==> config.mk <==
export PLATFORM = sky130hd
export DESIGN_NAME = uv_sphere_triangle_index_sequencer_top
export DESIGN_NICKNAME = d
export VERILOG_FILES = /design/src/sv/uvs_pkg.sv /design/src/sv/uvs_cfg.sv /design/src/sv/uvs_seq.sv /design/src/sv/uvs_mod.sv /design/src/sv/uvs_emit.sv /design/src/sv/uv_sphere_triangle_index_sequencer_top.sv
export SDC_FILE = /design/constraint.sdc
export NUM_CORES = 1
export LEC_CHECK = 0
export BUFFER_PORTS_ARGS = -buffer_cell sky130_fd_sc_hd__buf_4
export CAP_MARGIN = 20
export CORE_MARGIN = 2
export CORE_UTILIZATION = 50
export CTS_BUF_LIST = sky130_fd_sc_hd__clkbuf_4
export DETAILED_ROUTE_END_ITERATION = 10
export GPL_TIMING_DRIVEN = 0
export PLACE_DENSITY = 0.67
export SLEW_MARGIN = 20
export SYNTH_ARGS = -nofsm -noshare
export SYNTH_HDL_FRONTEND = slang
export SYNTH_HIERARCHICAL = 1
export SYNTH_SLANG_ARGS = --single-unit
==> constraint.sdc <==
create_clock -name clk -period 11.1 [get_ports clk]
set_input_delay 0.555 -clock clk [delete_from_list [all_inputs] [get_ports clk]]
set_output_delay 0.555 -clock clk [all_outputs]
set_load 0.05 [all_outputs]
==> src/sv/uvs_pkg.sv <==
package uvs_pkg;

    // Parameter defaults
    localparam int DEF_MAX_STACKS = 512;
    localparam int DEF_MAX_SLICES = 1024;

    // Fixed field widths
    localparam int N_W      = 10;   // stack_count register
    localparam int S_W      = 11;   // slice_count register
    localparam int IDX_W    = 19;   // vertex index
    localparam int BASE_W   = 20;   // band base index
    localparam int REGION_W = 2;

    // Stream and register port widths
    localparam int S_DATA_W   = 8;
    localparam int M_DATA_W   = 64;
    localparam int APB_ADDR_W = 3;
    localparam int APB_DATA_W = 32;

    // Remainder unit: restoring steps per pipeline stage
    localparam int MOD_STEPS = 4;

    localparam logic [N_W-1:0] STACK_COUNT_RESET = 10'd16;
    localparam logic [S_W-1:0] SLICE_COUNT_RESET = 11'd32;

    // Register select (paddr[2])
    localparam logic REG_STACK_COUNT = 1'b0;
    localparam logic REG_SLICE_COUNT = 1'b1;

    typedef enum logic [REGION_W-1:0] {
        REGION_TOP = 2'd0,
        REGION_MID = 2'd1,
        REGION_BOT = 2'd2
    } region_t;

    typedef enum logic [2:0] {
        PH_TOP = 3'b001,
        PH_MID = 3'b010,
        PH_BOT = 3'b100
    } phase_t;

    // Per-triangle control carried down the pipe
    typedef struct packed {
        region_t region;
        logic    second_of_pair;
        logic    last_triangle;
    } ctl_t;

    // Effective configuration
    typedef struct packed {
        logic [N_W-1:0]   n;
        logic [S_W-1:0]   s;
        logic [IDX_W-1:0] lastv;
    } cfg_t;

    typedef struct packed {
        logic [IDX_W-1:0]    corner_a;
        logic [IDX_W-1:0]    corner_b;
        logic [IDX_W-1:0]    corner_c;
        logic [REGION_W-1:0] region;
        logic                last_triangle;
    } result_t;

endpackage

==> src/sv/uvs_cfg.sv <==
module uvs_cfg #(
    parameter int MAX_STACKS = uvs_pkg::DEF_MAX_STACKS,
    parameter int MAX_SLICES = uvs_pkg::DEF_MAX_SLICES
) (
    input  logic                            clk,
    input  logic                            rst_n,
    input  logic                            psel,
    input  logic                            penable,
    input  logic                            pwrite,
    input  logic [uvs_pkg::APB_ADDR_W-1:0]  paddr,
    input  logic [uvs_pkg::APB_DATA_W-1:0]  pwdata,
    output logic [uvs_pkg::APB_DATA_W-1:0]  prdata,
    output logic                            pready,
    output uvs_pkg::cfg_t                   cfg
);
    import uvs_pkg::*;

    logic [N_W-1:0]       stack_count_reg;
    logic [S_W-1:0]       slice_count_reg;
    logic [IDX_W-1:0]     lastv_reg;
    logic [N_W-1:0]       n;
    logic [S_W-1:0]       s;
    logic [S_W+N_W-1:0]   prod;
    logic                 wr;

    assign pready = 1'b1;
    assign wr     = psel & penable & pwrite;

    always_ff @(posedge clk or negedge rst_n)
    begin
        if (!rst_n)
        begin
            stack_count_reg <= STACK_COUNT_RESET;
            slice_count_reg <= SLICE_COUNT_RESET;
        end
        else if (wr)
        begin
            unique case (paddr[2])
                REG_STACK_COUNT: stack_count_reg <= pwdata[N_W-1:0];
                REG_SLICE_COUNT: slice_count_reg <= pwdata[S_W-1:0];
            endcase
        end
    end

    always_comb
    begin
        unique case (paddr[2])
            REG_STACK_COUNT: prdata = APB_DATA_W'(stack_count_reg);
            REG_SLICE_COUNT: prdata = APB_DATA_W'(slice_count_reg);
        endcase
    end

    // Saturate to the supported mesh sizes
    always_comb
    begin
        n = stack_count_reg;
        if (stack_count_reg < N_W'(2))
            n = N_W'(2);
        else if (int'(stack_count_reg) > MAX_STACKS)
            n = N_W'(MAX_STACKS);

        s = slice_count_reg;
        if (slice_count_reg < S_W'(3))
            s = S_W'(3);
        else if (int'(slice_count_reg) > MAX_SLICES)
            s = S_W'(MAX_SLICES);
    end

    // Bottom pole index 1 + s*(n-1); only read by items well after a write
    assign prod = s * (n - N_W'(1));

    always_ff @(posedge clk)
    begin
        lastv_reg <= IDX_W'(prod + (S_W+N_W)'(1));
    end

    assign cfg.n     = n;
    assign cfg.s     = s;
    assign cfg.lastv = lastv_reg;

endmodule

==> src/sv/uvs_seq.sv <==
module uvs_seq #(
    parameter int MAX_STACKS = uvs_pkg::DEF_MAX_STACKS,
    parameter int MAX_SLICES = uvs_pkg::DEF_MAX_SLICES
) (
    input  logic                              clk,
    input  logic                              rst_n,
    input  logic                              in_valid,
    input  logic                              en,
    input  logic                              restart,
    input  logic [uvs_pkg::N_W-1:0]           n,
    input  logic [uvs_pkg::S_W-1:0]           s,
    output logic                              snap_valid,
    output logic [$clog2(MAX_SLICES)-1:0]     snap_col,
    output logic [uvs_pkg::BASE_W-1:0]        snap_base,
    output uvs_pkg::ctl_t                     snap_ctl
);
    import uvs_pkg::*;

    localparam int COL_W  = $clog2(MAX_SLICES);
    localparam int BAND_W = $clog2(MAX_STACKS);
    localparam int CW     = (COL_W + 1 > S_W) ? COL_W + 1 : S_W;
    localparam int BW     = (BAND_W + 1 > N_W) ? BAND_W + 1 : N_W;

    phase_t              phase_reg, phase_e, phase_next;
    logic [BAND_W-1:0]   band_reg, band_e, band_next;
    logic [COL_W-1:0]    column_reg, column_e, column_next;
    logic                second_reg, second_e, second_next;
    logic [BASE_W-1:0]   base_reg, base_e, base_next;

    logic                snap_valid_reg;
    logic [COL_W-1:0]    snap_col_reg;
    logic [BASE_W-1:0]   snap_base_reg;
    ctl_t                snap_ctl_reg;
    ctl_t                ctl;

    logic [COL_W:0]      col1;
    logic [BAND_W:0]     band1;
    logic                col_end;
    logic                col_wrap;
    logic                band_done;
    logic                accept;

    assign accept = in_valid & en;

    // Restart rewinds before the triangle is chosen
    always_comb
    begin
        if (restart)
        begin
            phase_e  = PH_TOP;
            band_e   = '0;
            column_e = '0;
            second_e = 1'b0;
            base_e   = BASE_W'(1);
        end
        else
        begin
            phase_e  = phase_reg;
            band_e   = band_reg;
            column_e = column_reg;
            second_e = second_reg;
            base_e   = base_reg;
        end
    end

    assign col1      = {1'b0, column_e} + (COL_W+1)'(1);
    assign band1     = {1'b0, band_e} + (BAND_W+1)'(1);
    assign col_end   = CW'(column_e) >= CW'(s - S_W'(1));
    assign col_wrap  = CW'(col1) >= CW'(s);
    assign band_done = BW'(band1) >= BW'(n - N_W'(2));

    always_comb
    begin
        phase_next         = phase_e;
        band_next          = band_e;
        column_next        = column_e;
        second_next        = second_e;
        base_next          = base_e;
        ctl.region         = REGION_TOP;
        ctl.second_of_pair = second_e;
        ctl.last_triangle  = 1'b0;

        unique case (phase_e)
            PH_MID:
            begin
                ctl.region = REGION_MID;
                if (!second_e)
                    second_next = 1'b1;
                else
                begin
                    second_next = 1'b0;
                    if (col_wrap)
                    begin
                        column_next = '0;
                        band_next   = band1[BAND_W-1:0];
                        base_next   = base_e + BASE_W'(s);
                        if (band_done)
                            phase_next = PH_BOT;
                    end
                    else
                        column_next = col1[COL_W-1:0];
                end
            end
            PH_BOT:
            begin
                ctl.region = REGION_BOT;
                if (col_end)
                begin
                    ctl.last_triangle = 1'b1;
                    phase_next  = PH_TOP;
                    band_next   = '0;
                    column_next = '0;
                    second_next = 1'b0;
                    base_next   = BASE_W'(1);
                end
                else
                    column_next = col1[COL_W-1:0];
            end
            default:
            begin
                // top fan
                ctl.region = REGION_TOP;
                if (col_end)
                begin
                    column_next = '0;
                    second_next = 1'b0;
                    band_next   = '0;
                    base_next   = BASE_W'(1);
                    phase_next  = (n > N_W'(2)) ? PH_MID : PH_BOT;
                end
                else
                begin
                    column_next = col1[COL_W-1:0];
                    phase_next  = PH_TOP;
                end
            end
        endcase
    end

    always_ff @(posedge clk or negedge rst_n)
    begin
        if (!rst_n)
        begin
            phase_reg  <= PH_TOP;
            band_reg   <= '0;
            column_reg <= '0;
            second_reg <= 1'b0;
            base_reg   <= BASE_W'(1);
        end
        else if (accept)
        begin
            phase_reg  <= phase_next;
            band_reg   <= band_next;
            column_reg <= column_next;
            second_reg <= second_next;
            base_reg   <= base_next;
        end
    end

    always_ff @(posedge clk or negedge rst_n)
    begin
        if (!rst_n)
            snap_valid_reg <= 1'b0;
        else if (en)
            snap_valid_reg <= in_valid;
    end

    always_ff @(posedge clk)
    begin
        if (accept)
        begin
            snap_col_reg  <= column_e;
            snap_base_reg <= base_e;
            snap_ctl_reg  <= ctl;
        end
    end

    assign snap_valid = snap_valid_reg;
    assign snap_col   = snap_col_reg;
    assign snap_base  = snap_base_reg;
    assign snap_ctl   = snap_ctl_reg;

endmodule

==> src/sv/uvs_mod.sv <==
module uvs_mod #(
    parameter int X_W    = 11,
    parameter int D_W    = 11,
    parameter int SIDE_W = 8,
    parameter int STEPS  = uvs_pkg::MOD_STEPS
) (
    input  logic              clk,
    input  logic              rst_n,
    input  logic              en,
    input  logic              in_valid,
    input  logic [X_W-1:0]    in_x,
    input  logic [D_W-1:0]    in_d,
    input  logic [SIDE_W-1:0] in_side,
    output logic              out_valid,
    output logic [D_W-1:0]    out_rem,
    output logic [SIDE_W-1:0] out_side
);
    // Restoring remainder x % d, STEPS quotient bits per stage.
    // d must stay at or above 1 and must not change while items are in flight.
    localparam int NST   = (X_W + STEPS - 1) / STEPS;
    localparam int PAD_W = NST * STEPS;

    logic              vld_reg  [NST];
    logic [D_W-1:0]    rem_reg  [NST];
    logic [X_W-1:0]    x_reg    [NST];
    logic [SIDE_W-1:0] side_reg [NST];

    for (genvar k = 0; k < NST; k++)
    begin : g_stage
        logic              vin;
        logic [D_W-1:0]    rin;
        logic [X_W-1:0]    xin;
        logic [SIDE_W-1:0] sin;
        logic [PAD_W-1:0]  xpad;
        logic [D_W:0]      w;
        logic [D_W-1:0]    r;

        if (k == 0)
        begin : g_first
            assign vin = in_valid;
            assign rin = '0;
            assign xin = in_x;
            assign sin = in_side;
        end
        else
        begin : g_rest
            assign vin = vld_reg[k-1];
            assign rin = rem_reg[k-1];
            assign xin = x_reg[k-1];
            assign sin = side_reg[k-1];
        end

        // leading zero padding leaves the remainder unchanged
        always_comb
        begin
            xpad = PAD_W'(xin);
            r    = rin;
            w    = '0;
            for (int t = 0; t < STEPS; t++)
            begin
                w = {r, xpad[PAD_W-1-k*STEPS-t]};
                if (w >= {1'b0, in_d})
                    w = w - {1'b0, in_d};
                r = w[D_W-1:0];
            end
        end

        always_ff @(posedge clk or negedge rst_n)
        begin
            if (!rst_n)
                vld_reg[k] <= 1'b0;
            else if (en)
                vld_reg[k] <= vin;
        end

        always_ff @(posedge clk)
        begin
            if (en)
            begin
                rem_reg[k]  <= r;
                x_reg[k]    <= xin;
                side_reg[k] <= sin;
            end
        end
    end

    assign out_valid = vld_reg[NST-1];
    assign out_rem   = rem_reg[NST-1];
    assign out_side  = side_reg[NST-1];

endmodule

==> src/sv/uvs_emit.sv <==
module uvs_emit #(
    parameter int MAX_SLICES = uvs_pkg::DEF_MAX_SLICES
) (
    input  logic                           clk,
    input  logic                           rst_n,
    input  logic                           en,
    input  logic                           in_valid,
    input  logic [$clog2(MAX_SLICES)-1:0]  col,
    input  logic [uvs_pkg::BASE_W-1:0]     base,
    input  uvs_pkg::ctl_t                  ctl,
    input  logic [uvs_pkg::S_W-1:0]        rem,
    input  uvs_pkg::cfg_t                  cfg,
    output logic                           out_valid,
    output uvs_pkg::result_t               result
);
    import uvs_pkg::*;

    localparam int COL_W = $clog2(MAX_SLICES);
    localparam int CW    = (COL_W > S_W) ? COL_W : S_W;

    logic [IDX_W-1:0] j19, r19, s19, base19, jm19;
    logic [IDX_W-1:0] v1, v2, v3, v4, ring;
    result_t          res;
    result_t          result_reg;
    logic             out_valid_reg;

    assign j19    = IDX_W'(col);
    assign r19    = IDX_W'(rem);
    assign s19    = IDX_W'(cfg.s);
    assign base19 = base[IDX_W-1:0];
    // column clipped to the last slice
    assign jm19   = (CW'(col) < CW'(cfg.s)) ? j19 : IDX_W'(cfg.s - S_W'(1));

    assign v1   = base19 + j19;
    assign v2   = base19 + r19;
    assign v3   = v1 + s19;
    assign v4   = v2 + s19;
    assign ring = cfg.lastv - s19;

    always_comb
    begin
        res.region        = ctl.region;
        res.last_triangle = ctl.last_triangle;
        case (ctl.region)
            REGION_MID:
            begin
                res.corner_a = v3;
                res.corner_b = ctl.second_of_pair ? v2 : v4;
                res.corner_c = ctl.second_of_pair ? v1 : v2;
            end
            REGION_BOT:
            begin
                res.corner_a = cfg.lastv;
                res.corner_b = ring + r19;
                res.corner_c = ring + jm19;
            end
            default:
            begin
                res.corner_a = '0;
                res.corner_b = jm19 + IDX_W'(1);
                res.corner_c = r19 + IDX_W'(1);
            end
        endcase
    end

    always_ff @(posedge clk or negedge rst_n)
    begin
        if (!rst_n)
            out_valid_reg <= 1'b0;
        else if (en)
            out_valid_reg <= in_valid;
    end

    always_ff @(posedge clk)
    begin
        if (en)
            result_reg <= res;
    end

    assign out_valid = out_valid_reg;
    assign result    = result_reg;

endmodule

==> src/sv/uv_sphere_triangle_index_sequencer_top.sv <==
// Path: a request accepted on s_tvalid passes the sequencer snapshot register, the
//   remainder stages and the emit output register before its triangle shows on m_tvalid.
// Throughput: one triangle per cycle unless m_tready stalls; counter next-state is comb.
// Reset (rst_n, async, active low): sequence rewinds to the first top-fan
//   triangle, stack_count = 16, slice_count = 32, pipeline emptied.
module uv_sphere_triangle_index_sequencer_top #(
    parameter int MAX_STACKS = uvs_pkg::DEF_MAX_STACKS,
    parameter int MAX_SLICES = uvs_pkg::DEF_MAX_SLICES
) (
    input  logic                            clk,
    input  logic                            rst_n,

    // Request stream
    input  logic                            s_tvalid,
    output logic                            s_tready,
    input  logic [uvs_pkg::S_DATA_W-1:0]    s_tdata,   // [0] restart, rest zero

    // Triangle stream
    output logic                            m_tvalid,
    input  logic                            m_tready,
    output logic [uvs_pkg::M_DATA_W-1:0]    m_tdata,   // [18:0] corner_a, [37:19] corner_b,
                                                       // [56:38] corner_c, rest zero
    output logic [uvs_pkg::REGION_W-1:0]    m_tuser,   // [1:0] region
    output logic                            m_tlast,   // last_triangle

    // Register port
    input  logic                            psel,
    input  logic                            penable,
    input  logic                            pwrite,
    input  logic [uvs_pkg::APB_ADDR_W-1:0]  paddr,
    input  logic [uvs_pkg::APB_DATA_W-1:0]  pwdata,
    output logic [uvs_pkg::APB_DATA_W-1:0]  prdata,
    output logic                            pready
);
    import uvs_pkg::*;

    localparam int COL_W  = $clog2(MAX_SLICES);
    localparam int CTL_W  = $bits(ctl_t);
    localparam int SIDE_W = CTL_W + BASE_W + COL_W;

    cfg_t              cfg;
    logic              en;

    logic              snap_valid;
    logic [COL_W-1:0]  snap_col;
    logic [BASE_W-1:0] snap_base;
    ctl_t              snap_ctl;

    logic [COL_W:0]    mod_x;
    logic [SIDE_W-1:0] mod_side_in;
    logic [SIDE_W-1:0] mod_side_out;
    logic              mod_valid;
    logic [S_W-1:0]    mod_rem;

    logic [COL_W-1:0]  e_col;
    logic [BASE_W-1:0] e_base;
    ctl_t              e_ctl;

    result_t           result;

    // Whole pipe moves together whenever the output slot frees up
    assign en       = !m_tvalid || m_tready;
    assign s_tready = en;

    uvs_cfg #(
        .MAX_STACKS (MAX_STACKS),
        .MAX_SLICES (MAX_SLICES)
    ) u_cfg (
        .clk     (clk),
        .rst_n   (rst_n),
        .psel    (psel),
        .penable (penable),
        .pwrite  (pwrite),
        .paddr   (paddr),
        .pwdata  (pwdata),
        .prdata  (prdata),
        .pready  (pready),
        .cfg     (cfg)
    );

    // Stage 0: sequence counters, snapshot of the chosen triangle
    uvs_seq #(
        .MAX_STACKS (MAX_STACKS),
        .MAX_SLICES (MAX_SLICES)
    ) u_seq (
        .clk        (clk),
        .rst_n      (rst_n),
        .in_valid   (s_tvalid),
        .en         (en),
        .restart    (s_tdata[0]),
        .n          (cfg.n),
        .s          (cfg.s),
        .snap_valid (snap_valid),
        .snap_col   (snap_col),
        .snap_base  (snap_base),
        .snap_ctl   (snap_ctl)
    );

    // Neighbor column (column+1) mod slices; the column can sit past the
    // slice count after slice_count is lowered mid-mesh, so a true remainder.
    assign mod_x       = {1'b0, snap_col} + (COL_W+1)'(1);
    assign mod_side_in = {snap_ctl, snap_base, snap_col};

    uvs_mod #(
        .X_W    (COL_W + 1),
        .D_W    (S_W),
        .SIDE_W (SIDE_W),
        .STEPS  (MOD_STEPS)
    ) u_mod (
        .clk       (clk),
        .rst_n     (rst_n),
        .en        (en),
        .in_valid  (snap_valid),
        .in_x      (mod_x),
        .in_d      (cfg.s),
        .in_side   (mod_side_in),
        .out_valid (mod_valid),
        .out_rem   (mod_rem),
        .out_side  (mod_side_out)
    );

    assign e_col  = mod_side_out[COL_W-1:0];
    assign e_base = mod_side_out[COL_W +: BASE_W];
    assign e_ctl  = ctl_t'(mod_side_out[COL_W+BASE_W +: CTL_W]);

    // Final stage: vertex arithmetic into the output register
    uvs_emit #(
        .MAX_SLICES (MAX_SLICES)
    ) u_emit (
        .clk       (clk),
        .rst_n     (rst_n),
        .en        (en),
        .in_valid  (mod_valid),
        .col       (e_col),
        .base      (e_base),
        .ctl       (e_ctl),
        .rem       (mod_rem),
        .cfg       (cfg),
        .out_valid (m_tvalid),
        .result    (result)
    );

    assign m_tdata = {(M_DATA_W - 3*IDX_W)'(0), result.corner_c, result.corner_b,
                      result.corner_a};
    assign m_tuser = result.region;
    assign m_tlast = result.last_triangle;

endmodule

### Word level (Yosys, flattened, before mapping)

Memory sizes are Yosys's and may differ from the RTL's.
Cells that the tools add are included.

| storage, ports and cells | value |
|---|---|
| flip-flop bits (word level) | 182 |
| bits in writable memories | 168 |
| bits of input ports | 50 |
| output and inout bits | 102 |
| memories kept | 3 |

Memory list:

| name | depth | bits a word | rd ports | clocked after memory_dff | write ports | RTL line | RTL |
|---|---|---|---|---|---|---|---|
| u_mod.side_reg | 3 | 34 | 3 | 0 | 3 | uvs_mod.sv:26 | `logic [SIDE_W-1:0] side_reg [NST];` |
| u_mod.rem_reg | 3 | 11 | 3 | 0 | 3 | uvs_mod.sv:24 | `logic [D_W-1:0] rem_reg [NST];` |
| u_mod.x_reg | 3 | 11 | 2 | 0 | 3 | uvs_mod.sv:25 | `logic [X_W-1:0] x_reg [NST];` |

| cells by class | value |
|---|---|
| add/subtract/negate cells | 30 |
| multipliers | 1 |
| $lt $le $gt $ge | 21 |
| eq/ne operators | 4 |
| multiplexer cells | 52 |
| bitwise operators | 4 |
| reduce and logical (&&, ||, !) cells | 4 |

Operators by type and width:

| kind | count |
|---|---|
| $mux W11 | 14 |
| $ge A12 B11 Y1 | 11 |
| $sub A11 B11 Y11 | 11 |
| $pmux W57 S2 | 1 |
| $mux W20 | 5 |
| $add A19 B11 Y19 | 4 |
| $mux W10 | 7 |
| $pmux W32 S2 | 1 |
| $mux W19 | 3 |
| $mux W9 | 5 |
| $add A19 B1 Y19 const B | 2 |
| $add A10 B1 Y11 const B | 2 |
| $mul A11 B21 Y19 | 1 |
| $mux W3 | 7 |
| $add A20 B11 Y20 | 1 |
| $add A19 B10 Y19 | 1 |
| $add A19 B19 Y19 | 1 |
| $sub A19 B11 Y19 | 1 |
| $add A11 B1 Y12 const B | 1 |
| $sub A11 B1 Y12 const B | 1 |
| $ge A1 B11 Y1 const A | 1 |
| $ge A10 B11 Y1 | 1 |
| $ge A11 B11 Y1 | 1 |
| $gt A11 B11 Y1 const B | 1 |
| 23 further kinds | 32 |

### Logic depth before layout (Yosys ltp)

| depth | value |
|---|---|
| depth in word-level cells | 11 |
| depth in mapped cells | 47 |
| mapped depth without buffers | 42 |

### Modules after synthesis

The synthesis kept the hierarchy.

By module, submodules not included:

| module | instances | cells each | area an instance (um^2) | sequential area each (um^2) |
|---|---|---|---|---|
| uvs_mod | 1 | 1,071 | 11,382.2 | 4,489.3 |
| uvs_emit | 1 | 1,099 | 8,841.0 | 1,826.8 |
| uvs_cfg | 1 | 631 | 5,657.9 | 908.4 |
| uvs_seq | 1 | 492 | 5,057.4 | 2,124.5 |
| uv_sphere_triangle_index_sequencer_top | 1 | 30 | 221.5 | 0.0 |

### Least setup slack after synthesis

OpenSTA, ideal clock, no wires.

| timing path | value |
|---|---|
| path type | register to register |
| start | reg u_cfg.slice_count_reg[4] |
| end | mem u_mod.rem_reg[2][5], in the netlist u_mod/rem_reg[0][27] (data pin) |
| library setup time | 0.261 ns |
| arrival | 9.850 ns |
| data required time | 10.839 ns |
| path slack | 0.989 ns |
| stages on the path, launching flop included | 43 |
| path buffers | 3 |
| clock period less this slack | 10.111 ns |
| cell sequence | dfrtp_1 > or4_1 > nor2_1 > nor2_1 > or2_2 > inv_1 > inv_1 > ha_1 > nand4_1 > inv_1 > o21ai_0 > a21o_1 > buf_1 > nor2_1 > a21oi_1 > inv_1 > ha_1 > or3_1 > [7 not listed] > a21o_1 > a21oi_1 > o21bai_1 > a211oi_1 > o21ai_0 > a21oi_1 > nand2_1 > buf_1 > mux2_2 > ha_1 > or2_2 > a21oi_1 > a21oi_1 > o221ai_1 > a21oi_1 > a211oi_1 > nor2_1 > a221o_1 |

RTL lines:

| what | RTL line | RTL |
|---|---|---|
| start: declaration | uvs_cfg.sv:19 | `logic [S_W-1:0] slice_count_reg;` |
| start signal: assignment | uvs_cfg.sv:40 | `REG_SLICE_COUNT: slice_count_reg <= pwdata[S_W-1:0];` |
| end: declaration | uvs_mod.sv:24 |  |

==> run_results.csv <==
group,metric,value,unit
hold_path,min_path_type,"in -> reg",
clocking,ctsLongestPathBuffers,3,
worst_setup_path,cp-end-kind,"flop",
synthesis,yosys_warnings,6,
clocking,cts_max_level,3,
clocking,cts_tree,"done",
drt,wl,82170,um
sta,post-route-min-period,10.40,ns
worst_setup_path,start_kind,"flop",
synthesis,netlist_area,30980,sq um
synthesis,netlist_instances,3312,
sta,slew_violations,0,
worst_setup_path,critPathSlowestCell,"or4_1",
floorplan,initial_core_util,50.38,%
sta,grt_setup_unrepaired,"no",
final_layout,largest_reg_flops,99,
floorplan,core,61480,sq um
sta,fmax,96.16,MHz
sta,worst_clock_skew,0.1075,ns
sta,period_share,93.69,%
worst_setup_path,cp.arrival,10.96,ns
floorplan,die_h,252.9,um
global_routing,track_usage,25.56,%
global_routing,grt_pass1_wl,129600,um
clocking,worst_setup_hold_path_clk_slew,0.08,ns
global_routing,grt_pass1_vias,24320,
place,routabilityCongestion,0.9287,
drt,first_iter_violations,2129,
drt,drc,0,
sta,timing.slew.headroom,36.77,%
final_layout,layout.cells.non_filler,4448,
final_layout,areaGrowthSynthToFinish,12.08,%
drt,ant_nets,0,
global_routing,grt_max_degree,69,
floorplan,die-area,63960,sq um
clocking,worstSkewPairLatency,0.86,ns
drt,wl_per_cell,18.47,um
global_routing,grt-ovfl-total,0,
clocking,clock-sinks,324,
synthesis,syn_avg_cell_area,9.353,sq um
run,drv_cap,0,
place,port-buffer-count,92,
drt,viasPerCell,5.735,
run_status,status,"complete, no violations",
sta,setup_viol,0,
sta,hold_viol,0,
clocking,cts_root_buf,"clkbuf_4",
worst_setup_path,crit_required,11.66,ns
floorplan,die_x,252.9,um
global_routing,antenna_found_initial,4,
floorplan,rows,91,
drt,drt_first_pass_iters,6,
worst_setup_path,slowest_delay,0.53,ns
final_layout,drive_gt1_share,15.13,%
sta,tightest_slew,0.9485,ns
clocking,numCtsBuffers,88,
place,hpwl,62270,um
drt,vias,25510,
worst_setup_path,crit_path_max_fanout,20,
final_layout,layout.nets,4049,
floorplan,ios,152,
place,placedCellCount,4233,
worst_setup_path,criticalPathCategory,"reg -> reg",
[final cells by class]
class,count,area [sq um]
Sequential cell,324,9204
Timing Repair Buffer,143,1196
Antenna cell,4,10.01
Multi-Input combinational cell,2598,20190
Inverter,309,1269
Clock buffer,125,938.4
Tap cell,790,988.4
Fill cell,5533,26760
Timing Repair inverter,1,8.758
Buffer,115,640.6
Clock inverter,39,277.8
[per-layer routing]
| metal | track usage, % | vias up | wire, um |
|---|---|---|---|
| met4 | 7.794 | 2 | 1799 |
| met5 | 0 | - | 13 |
| met1 | 35.30 | 12100 | 37520 |
| met2 | 41.46 | 777 | 37940 |
| li1 | - | 12510 | - |
| met3 | 3.731 | 122 | 4890 |
[timing repair]
action | CTS | global route
endpoints found under the setup margin | 31 | 33
pin swaps | 0 | 0
hold buffers | 12 | 0
buffers inserted | 11 | 24
resized for setup | 25 | 31
cloned | 0 | 1
endpoints found under the hold margin | 85 | 0
[critical path: cells and delay by family (launching register included)]
kind / cells / cell delay [ns]
buffers and inverters: 9 / 1.68
DFF: 1 / 0.42
muxes: 2 / 0.56
and+or+nand+nor: 13 / 3.17
AOI/OAI and AO/OA: 16 / 3.00
adders and majority gates: 4 / 1.22
[worst paths after layout]
check	start	end	slack, ns	depth (start not counted)
setup / recovery	u_cfg/slice_count_reg[4]	u_mod/rem_reg[0][24]	0.70	44
hold / removal	pwrite	u_cfg/slice_count_reg[1]	0.13	3
setup reg to reg	u_cfg/slice_count_reg[4]	u_mod/rem_reg[0][24]	0.70	44
hold reg to reg	u_mod/side_reg[0][19]	u_mod/side_reg[0][53]	0.39	0
max in group asynchronous	rst_n	u_seq/column_reg[1]	10.10	2
min in group asynchronous	rst_n	u_cfg/slice_count_reg[10]	0.36	2
[cells in the final DEF (no fill, tap or decap), drive strengths merged, types with 25 or more instances in the layout]
cell type  count
a211oi        31
a21o          67
a21oi        190
a221oi        26
a22o          31
a31oi         26
and2          37
and3          30
buf          189
clkbuf       181
clkinv        37
conb          38
dfrtp         64
edfxtp       237
fa            98
ha           321
inv          290
mux2         100
mux2i         28
nand2        229
nand2b        40
nand3         65
nand4         44
nor2         250
nor2b         73
nor3          85
nor4          25
o21a          36
o21ai        167
or2           27
xnor2        174
xor2          78
[metrics by stage]
stage	setup TNS, ns	hold WS (ns)	setup slack (ns)	instance area, sq um	util, %
after floorplan	0	0.2594	0.9890	31110	-
after global placement	-141.21	0.4007	-2.327	32790	53.33
after detailed placement	-18.57	0.4045	-1.214	32920	53.54
after CTS	0	0.04968	0.008790	34420	55.97
after global routing	0	0.07416	0.008072	34720	56.47
final	0	0.1253	0.7007	34720	56.47
Power is not shown: default switching activity piles up to over one toggle a cycle in this logic, so the estimate is an artifact.
